==> src/rtl/msm_pkg.sv <==
`timescale 1ns / 1ps
`default_nettype none
// Package for the sample playback mixer: request codes, controller states,
// field widths and the command and status structs. No dependencies.

package msm_pkg;

  localparam int unsigned REQ_W    = 2;
  localparam int unsigned CHAN_W   = 3;
  localparam int unsigned SADDR_W  = 16;
  localparam int unsigned LEN_W    = 17;
  localparam int unsigned WADDR_W  = 16;
  localparam int unsigned BYTE_W   = 8;
  localparam int unsigned PHASE_W  = 20;
  localparam int unsigned LEVEL_W  = 8;
  localparam int unsigned MASK_W   = 8;
  localparam int unsigned MIX_SHIFT = 3;
  localparam int unsigned S_DATA_W = 64;
  localparam int unsigned M_DATA_W = 16;

  typedef enum logic [REQ_W-1:0] {
    REQ_TICK  = 2'd0,
    REQ_START = 2'd1,
    REQ_MUTE  = 2'd2,
    REQ_WRITE = 2'd3
  } req_e;

  typedef enum logic [1:0] {
    ST_IDLE,
    ST_SCAN,
    ST_DRAIN,
    ST_FINISH
  } state_e;

  typedef struct packed {
    logic tick_init;
    logic start;
    logic mute;
    logic write;
    logic scan;
    logic load_out;
  } ctrl_cmd_t;

  typedef struct packed {
    logic last_chan;
  } ctrl_sts_t;

endpackage

`default_nettype wire

==> src/rtl/msm_ctrl.sv <==
`timescale 1ns / 1ps
`default_nettype none
// Controller of the sample playback mixer: decodes requests, sequences the
// channel scan of a tick and owns the output valid. Depends on msm_pkg.

module msm_ctrl
  import msm_pkg::*;
(
  input  wire logic             clk_i,
  input  wire logic             rst_ni,
  input  wire logic             s_valid_i,
  output logic                  s_ready_o,
  input  wire logic [REQ_W-1:0] req_type_i,
  output logic                  m_valid_o,
  input  wire logic             m_ready_i,
  input  wire ctrl_sts_t        sts_i,
  output ctrl_cmd_t             cmd_o
);

  state_e state_q, state_d;
  logic   m_valid_q, m_valid_d;
  logic   accept;
  req_e   req;

  assign req       = req_e'(req_type_i);
  assign accept    = s_valid_i && (state_q == ST_IDLE);
  assign m_valid_o = m_valid_q;

  always_ff @(posedge clk_i or negedge rst_ni) begin
    if (!rst_ni) begin
      state_q   <= ST_IDLE;
      m_valid_q <= 1'b0;
    end else begin
      state_q   <= state_d;
      m_valid_q <= m_valid_d;
    end
  end

  always_comb begin
    state_d   = state_q;
    cmd_o     = '0;
    s_ready_o = 1'b0;
    m_valid_d = m_valid_q && !m_ready_i;
    unique case (state_q)
      ST_IDLE: begin
        s_ready_o = 1'b1;
        if (accept) begin
          unique case (req)
            REQ_TICK: begin
              cmd_o.tick_init = 1'b1;
              state_d         = ST_SCAN;
            end
            REQ_START: cmd_o.start = 1'b1;
            REQ_MUTE:  cmd_o.mute  = 1'b1;
            REQ_WRITE: cmd_o.write = 1'b1;
            default:   cmd_o       = '0;
          endcase
        end
      end
      ST_SCAN: begin
        cmd_o.scan = 1'b1;
        if (sts_i.last_chan) begin
          state_d = ST_DRAIN;
        end
      end
      ST_DRAIN: begin
        state_d = ST_FINISH;
      end
      ST_FINISH: begin
        if (!m_valid_q || m_ready_i) begin
          cmd_o.load_out = 1'b1;
          m_valid_d      = 1'b1;
          state_d        = ST_IDLE;
        end
      end
      default: state_d = ST_IDLE;
    endcase
  end

`ifndef SYNTH
  a_no_overwrite: assert property (@(posedge clk_i) disable iff (!rst_ni)
    cmd_o.load_out |-> (!m_valid_q || m_ready_i))
    else $error("result register loaded while a result is pending");

  a_tick_scans: assert property (@(posedge clk_i) disable iff (!rst_ni)
    (accept && req == REQ_TICK) |=> state_q == ST_SCAN)
    else $error("tick did not start a channel scan");

  a_scan_ends: assert property (@(posedge clk_i) disable iff (!rst_ni)
    (state_q == ST_SCAN && sts_i.last_chan) |=> state_q == ST_DRAIN)
    else $error("scan did not stop after the last channel");
`endif

endmodule

`default_nettype wire

==> config.mk <==
export PLATFORM = sky130hd
export DESIGN_NAME = msm_ctrl
export DESIGN_NICKNAME = d
export VERILOG_FILES = /design/src/rtl/msm_pkg.sv /design/src/rtl/msm_ctrl.sv
export SDC_FILE = /design/constraint.sdc
export NUM_CORES = 1
export LEC_CHECK = 0
export BUFFER_PORTS_ARGS = -buffer_cell sky130_fd_sc_hd__buf_2
export CORE_AREA = 3 3 40 42
export CTS_CLUSTER_DIAMETER = 80
export CTS_CLUSTER_SIZE = 24
export DETAILED_ROUTE_END_ITERATION = 7
export DIE_AREA = 0 0 43 45
export GPL_TIMING_DRIVEN = 0
export PLACE_DENSITY_LB_ADDON = 0.2
export SLEW_MARGIN = 15
export SYNTH_ARGS = -nofsm -noshare
export SYNTH_HDL_FRONTEND = slang
export SYNTH_SLANG_ARGS = --single-unit
==> constraint.sdc <==
create_clock -name clk_i -period 1.44 [get_ports clk_i]
set_clock_uncertainty 0.05 [all_clocks]
set_input_delay 0.072 -clock clk_i [delete_from_list [all_inputs] [get_ports clk_i]]
set_output_delay 0.072 -clock clk_i [all_outputs]
set_load 0.005 [all_outputs]
Yosys cells after proc, flatten, opt, wreduce, memory -nomap -nowiden:

Index checks and enable logic that the tools add are counted.

* logic and storage cells: 37
* register bits after elaboration: 3
* output and inout port bits: 8
* bits of input ports: 7

* reduce and logical (&&, ||, !) cells: 8
* equality and inequality tests: 10
* multiplexer cells: 17

Operator list (count)
* equality test 2 bit (second input constant): 4
* two-way mux 1 bit: 8
* two-way mux 2 bit: 4
* case mux 2 bit (4 select lines): 1
* two-way mux 6 bit: 1
* inequality test 2 bit (second input constant): 3
* equality test 2 x 1 -> 1 bit (second input constant): 2
* logical NOT 2 bit: 2
* two-way mux 4 bit: 1
* case mux 1 bit (2 select lines): 2
* AND reduction 4 bit: 1
* logical AND 1 bit: 2
* logical NOT 1 bit: 2
* inequality test 2 x 1 -> 1 bit (second input constant): 1
* logical OR 1 bit: 1

Depth between registers and ports, before layout:

Gate-level depths: netlist of the first run.

* depth after elaboration: 4
* depth in mapped cells: 5
* mapped depth without buffers: 5

Least setup slack after synthesis of the first run:

OpenSTA, ideal clock, no wires.

* path kind: reg2reg
* from: register state_q[0]
* to: register state_q[0]
* library setup time: 0.126 ns
* stages on the path, launching flop included: 6
* required time: 1.264 ns
* buffers on the path: 0
* data arrival time: 1.132 ns
* path slack: 0.132 ns
* clock period less this slack: 1.308 ns
* cell sequence: dfrtp_1 inv_1 ha_1 o21ai_2 and4_1 o32a_1

* cells in the longest elaborated chain, start to end: 4
* elaborated cells on any way between the ends: 11
* classes of those cells: 7 x eq/ne; 1 x mux; 3 x reduce/logical

RTL lines
* start, declared: line msm_ctrl.sv:20 `state_e state_q, state_d;`
* start signal, assigned: line msm_ctrl.sv:34 `state_q <= state_d;`
* logical NOT 2 bit: line msm_ctrl.sv:26, msm_ctrl.sv:44
* logical AND 1 bit: line msm_ctrl.sv:26 `assign accept = s_valid_i && (state_q == ST_IDLE);`
* inequality test 2 bit (no line)
* AND reduction 4 bit (no line)

Parallel ways exist; a longest one is shown, timed or not.
A chain may end at the register's enable or synchronous reset.

==> results.toml, run 1 <==
[run_status]
outcome = "finished, violations left"
violations = "setup timing"

[detailed_routing]
route.detailed.drc = 0
wl_um = 664
viasPerCell = 4.04
avgRoutedWirePerCell_um = 9.76
drt_iter0_markers = 4
vias = 275
ant_nets = 0
drt_pass1_iterations = 3

[logic_synthesis]
syn_nets = 41
synth_seq_cells = 3
yosys-top-cells-area = "dfrtp_1 (29%), ha_1 (24%), nand2b_1 (9.5%), nand2_1 (4.3%), o32a_1 (3.8%)"
seq_area_frac_synth_pct = 28.6
synth_cell_type_count = 16
syn_avg_cell_area_um2 = 9.06
synth_area_leader_cell = "dfrtp_1"
yosysTopAreaCellShare_pct = 28.6
yosysWarnings = 0
synthCells = 29
syn_area_um2 = 263

[power_and_ir_drop]
p_clk_share_pct = 16.9
p_leak_nw = 0.242
seq_power_share_pct = 18.5
p_int_uw = 540
swShare_pct = 38.8
ir_worst_vdd_uv = 764
combPwrFrac_pct = 64.6
p_total_uw = 882
powerDensity_nw_per_um2 = 1860
power.switching_uw = 342

[timing]
whs_ns = 0.0722
finalCritPeriodShare_pct = 102
period_minus_slack_ns = 1.47
fin_tns_setup_ns = -0.0493
finalSetupViolCount = 2
drv_slew = 0
fmax_mhz = 681
worstMarginPinSlew_ns = 0.142
finalHoldViolCount = 0
post-route-worst-setup-slack_ns = -0.0280
maxSlewHeadroom_pct = 90.5
rsz0062_at_grt = "yes"

[critical_path]
reg2reg_to = "state_q[0]"
r2r_cells = 6
critPathMaxFanout = 4
start_kind = "register"
critPathKind = "reg -> out"
cp-end-kind = "output pin"
slowest_stage = "dfrtp_1"
cp.required_ns = 1.32
cp.arrival_ns = 1.35
crit_chain = "inv_2 -> ha_4 -> and3_4 -> and3_2 -> buf_6"
worstReg2RegStart = "state_q[1]"
max_stage_delay_ns = 0.39
reg2reg_slack_ns = 0.02

[worst_hold_path]
min_from = "m_ready_i"
holdPathEnd = "m_valid_o"
hp-class = "in -> reg"
hold_depth = 3

[grt]
grt_max_degree = 6
grt_overflow = 0
grt_pass1_wl_mm = 1.20
track_usage_pct = 8.32
antenna_found_initial = 0
grt_pass1_vias = 292

[clock_network]
clock_latency_ns = 0.23
cts_tree = "built"
cts.sinks = 3
clock_path_buffers = 2
cts.htree.levels = 1
clockRootBuffer = "clkbuf_4"
cts_made_buffers = 3
clkTransAtPathRegs_ns = 0.04

[die]
io_pins = 15
rows = 13
core_region_area_um2 = 1280
die_area_um2 = 1940
die_w_um = 43
initial_utilization_pct = 20.4
die_h_um = 45

[final_layout]
area_growth_pct = 80.5
drive_gt1_share_pct = 60.4
antennaDiodeCount = 0
final_cells = 68
fill_cells = 136
fin_util_pct = 36.9
finalInstanceArea_um2 = 474
fin_nets = 66

[place]
post-place-ws_ns = 0.0329
dp_hpwl_um = 452
dp_cells = 58
gp_congestion = 0.633
port_buffers = 14
placed_area_um2 = 352

[job]
cap_violations = 0
-- cell families (layout without fill, tap and decap cells) --
family,after synthesis,count (layout),share of synthesized area (%)
DFF,3,3,28.6
buffers and inverters,2,26,2.86
and+or+nand+nor,16,16,35.2
adders and majority gates,5,5,23.8
AOI/OAI and AO/OA,3,3,9.53
-- metal layers --
layer	part of all wire [%]	vias up	wire, um	GRT usage [%]
met3	8.6	0	57	0.797
met4	0	0	0	7.23
li1	-	148	-	-
met2	42	12	281	10.8
met1	49	115	325	12.0
met5	0	-	0	0
-- cells in the mapped netlist --
master,instances
and3_1,1
o32a_1,1
nand2_1,3
inv_1,2
nor2_1,2
nand3b_1,1
o21ai_2,1
dfrtp_1,3
nor3b_1,1
and2_1,1
and4_1,1
nand2b_1,4
nand3_1,1
and3_2,1
ha_1,5
o22ai_1,1
-- cell usage in the layout (no fill, tap or decap) --
master and n:
nor2_1 2, o32a_1 1, nand2b_1 4, dfrtp_1 3
clkbuf_4 3, nor3b_2 1, clkbuf_1 1, buf_4 5
nand2_1 3, and2_1 1, buf_6 1, nand3_2 1
o21ai_2 1, buf_2 13, ha_2 1, o22ai_1 1
inv_2 2, and4_1 1, ha_1 2, ha_4 2
and3_2 1, nand3b_1 1, dlygate4sd3_1 1, and3_4 1
-- how the worst max path moves through the flow --
stage	slack, ns	to	depth (start not counted)	start
floorplan	0.13	state_q[0]	5	state_q[0]
global placement	-0.0002	cmd_o[5]	5	state_q[1]
detailed placement	0.03	cmd_o[5]	5	state_q[1]
CTS	-0.02	cmd_o[5]	5	state_q[1]
global route	-0.09	cmd_o[5]	5	state_q[0]
finish	-0.03	cmd_o[2]	5	state_q[0]
-- power groups by stage --
stage | sequential [mW] | clock [mW] | combinational, mW
after global routing | 0.169 | 0.162 | 0.648
after floorplan | 0.161 | 0 | 0.250
final | 0.164 | 0.149 | 0.570
after detailed placement | 0.167 | 0 | 0.368
after CTS | 0.162 | 0.159 | 0.528
after global placement | 0.171 | 0 | 0.368
-- area by class of cell --
type	instances	area, um2	area share, %
inverters	2	7.51	1.58
clock buffers	4	26.3	5.54
flip-flops and latches	3	75.1	15.8
well taps	15	18.8	3.96
repair buffers	20	124	26.1
multi-input cells	24	223	47.0
-- worst max-delay path, delay by kind of cell, from the launching register on --
kind	cells	cell delay, ns
adder cells (fa/ha/maj)	1	0.15
buffers and inverters	2	0.21
flip-flops	1	0.39
AND/OR/NAND/NOR	2	0.36
-- flip-flops by register name, indices dropped and copies added, names as in the netlist --
register   count
m_valid_o      1
state_q        2
-- repair_timing --
item | 4_1_cts | 5_1_grt
endpoints found under the hold margin | 3 | 0
pin swaps | 4 | 3
gates resized for setup | 8 | 3
buffers inserted | 4 | 1
hold buffers | 1 | 0
setup endpoints to repair | 4 | 5
No activity file was read; power rests on OpenSTA's default activity.
==> run 2, diff against run 1 <==
ABC_AREA = 1   (was unset)
==> run 2 against run 1 <==
  * The run now ends clean
  * Critical path type unchanged
  * Fmax rose by 6.4%
  * Count of clock-buffer cells in the layout did not move
  * Non-clock buffer count fell by 1
  * Synthesized cell count rose by 31%
  * Register-to-register slack improved by 0.12 ns
  * Combinational power rose by 3%
  * Largest power group unchanged
  * First-iteration DRC count fell by 75%
  * Design area rose by 3.4%
  * Cell count rose by 12%
==> results.toml, run 2 <==
[grt]
track_usage_pct = 8.91
grt_max_degree = 5
grt_overflow = 0
antenna_found_initial = 0
grt_pass1_wl_mm = 1.19
grt_pass1_vias = 296

[detailed_routing]
vias = 330
drt_pass1_iterations = 2
met2_length_um = 470
route.detailed.drc = 0
avgRoutedWirePerCell_um = 10.1
drt_iter0_markers = 1
ant_nets = 0
viasPerCell = 4.34
wl_um = 767
top_layer_used = "met3"
wl_met1_um = 266
wl_met3_um = 30

[clock_network]
clock_latency_ns = 0.24
cts.sinks = 3
cts.htree.levels = 1
cts_made_buffers = 3
clkTransAtPathRegs_ns = 0.04
clock_path_buffers = 2
clockRootBuffer = "clkbuf_4"
cts_tree = "built"

[job]
cap_violations = 0

[critical_path]
crit_chain = "inv_2 -> ha_4 -> nand3_4 -> nor3_2 -> buf_2"
cp-end-kind = "output pin"
worstReg2RegStart = "state_q[0]"
start_kind = "register"
cp.arrival_ns = 1.26
max_stage_delay_ns = 0.39
reg2reg_to = "state_q[0]"
slowest_stage = "dfrtp_1"
cp.required_ns = 1.32
reg2reg_slack_ns = 0.14
critPathMaxFanout = 4
critPathKind = "reg -> out"
startpoint = "state_q[0]"
r2r_cells = 8
endpoint = "cmd_o[3]"

[timing]
post-route-worst-setup-slack_ns = 0.0603
finalHoldViolCount = 0
rsz0062_at_grt = "yes"
fmax_mhz = 725
drv_slew = 0
worstMarginPinSlew_ns = 0.172
finalCritPeriodShare_pct = 95.8
finalSetupViolCount = 0
fin_tns_setup_ns = 0
period_minus_slack_ns = 1.38
maxSlewHeadroom_pct = 88.5

[logic_synthesis]
synthTopCellsByCount = "inv_1 (9), nand2_1 (9), ha_1 (5)"
syn_nets = 50
synth_seq_cells = 3
yosysTopAreaCellShare_pct = 27.0
syn_area_um2 = 278
seq_area_frac_synth_pct = 27.0
async_flop_share_pct = 100
syn_avg_cell_area_um2 = 7.31
synth_area_leader_cell = "dfrtp_1"
synth_edf_count = 0
synth-main-ff-cell = "dfrtp_1"
synth_cell_type_count = 11
yosysWarnings = 0
synthCells = 38
yosys-top-cells-area = "dfrtp_1 (27%), ha_1 (23%), inv_1 (12%), nand2_1 (12%), nor3_1 (7.2%)"

[worst_hold_path]
min_from = "m_ready_i"
hold_depth = 4
hp-class = "in -> reg"

[power_and_ir_drop]
ir_worst_vdd_uv = 428
powerDensity_nw_per_um2 = 1850
power.switching_uw = 383
combPwrFrac_pct = 64.6
swShare_pct = 42.2
p_clk_share_pct = 17.1
seq_power_share_pct = 18.4
p_leak_nw = 0.276
p_int_uw = 524

[place]
dp_hpwl_um = 533
post-place-ws_ns = 0.123
port_buffers = 14
placed_area_um2 = 367
gp_congestion = 0.728

[final_layout]
largest_reg_flops = 2
final_cell_mix = "buf_2 (14), nand2_1 (9), inv_1 (7)"
antennaDiodeCount = 0
finalInstanceArea_um2 = 490
drive_gt1_share_pct = 52.5
final_common_cell = "buf_2"
largest-register = "state_q"
fin_nets = 74
area_growth_pct = 76.6

[die]
die_w_um = 43
io_pins = 15
die_h_um = 45
die_area_um2 = 1940
initial_utilization_pct = 21.6
core_region_area_um2 = 1280
rows = 13

[run_status]
outcome = "finished, final reports clean"
## run 2: changes by cell type in the layout (fill, tap and decap cells not counted), moves of 2 or more
cell / previous run / this run
nand4_1: 0 / 2
nand2_1: 3 / 9
inv_1: 0 / 7
nor2_1: 2 / 0
nand2b_1: 4 / 0
nor3_2: 0 / 4
## run 2: logic make-up (layout without fill, tap and decap cells)
logic type | after synthesis | after routing | share of synthesized area [%]
buffers and inverters | 9 | 32 | 12.2
AOI/OAI and AO/OA | 2 | 2 | 4.95
adders and majority gates | 5 | 5 | 22.5
DFF | 3 | 3 | 27.0
and+or+nand+nor | 19 | 19 | 33.3
## run 2: worst max-delay path: cells and delay by family, from the launching register on
family | cells | cell delay, ns
and+or+nand+nor | 2 | 0.22
adders and majority gates | 1 | 0.17
buffers and inverters | 2 | 0.25
DFF | 1 | 0.39
## run 2: how the worst min path moves through the flow
| stage | endpoint | slack, ns |
|---|---|---|
| final | m_valid_o | 0.05 |
| after global routing | m_valid_o | 0.09 |
| after CTS | m_valid_o | 0.04 |
| after detailed placement | state_q[0] | -0.17 |
| after global placement | m_valid_o | -0.18 |
| after floorplan | m_valid_o | -0.27 |
## run 2: power groups by stage
stage / sequential, mW / combinational, mW / clock [mW]
after floorplan: 0.169 / 0.264 / 0
after global placement: 0.181 / 0.383 / 0
after detailed placement: 0.180 / 0.378 / 0
after CTS: 0.168 / 0.486 / 0.163
after global routing: 0.175 / 0.675 / 0.167
final: 0.167 / 0.585 / 0.155
## run 2: routing by layer
layer	vias up	GRT usage [%]
li1	165	-
met1	160	7.71
met2	5	16.8
met3	0	0.398
met4	0	10.8
met5	-	0
## run 2: timing repair
action	CTS	global route
hold buffers	1	0
setup endpoints to repair	4	4
pin swaps	1	1
hold endpoints to repair	3	0
setup buffers	2	2
gates resized for setup	5	7
gates cloned	0	0
## run 2: final cells by class
cell class                 instances  area (um2)
clock buffer                       4        26.3
fill                             140         795
inverter                           9        33.8
multi-input combinational         26         226
sequential                         3        75.1
tap                               15        18.8
timing repair buffer              19         110
## run 2: metrics by stage
stage	utilization [%]	instances	total power, mW	hold WS (ns)
floorplan	-	38	0.433	-0.274
detailed placement	28.5	67	0.558	-0.174
finish	38.2	76	0.907	0.0472
global route	38.2	76	1.02	0.0875
CTS	33.9	74	0.818	0.0408
global placement	28.5	67	0.564	-0.181
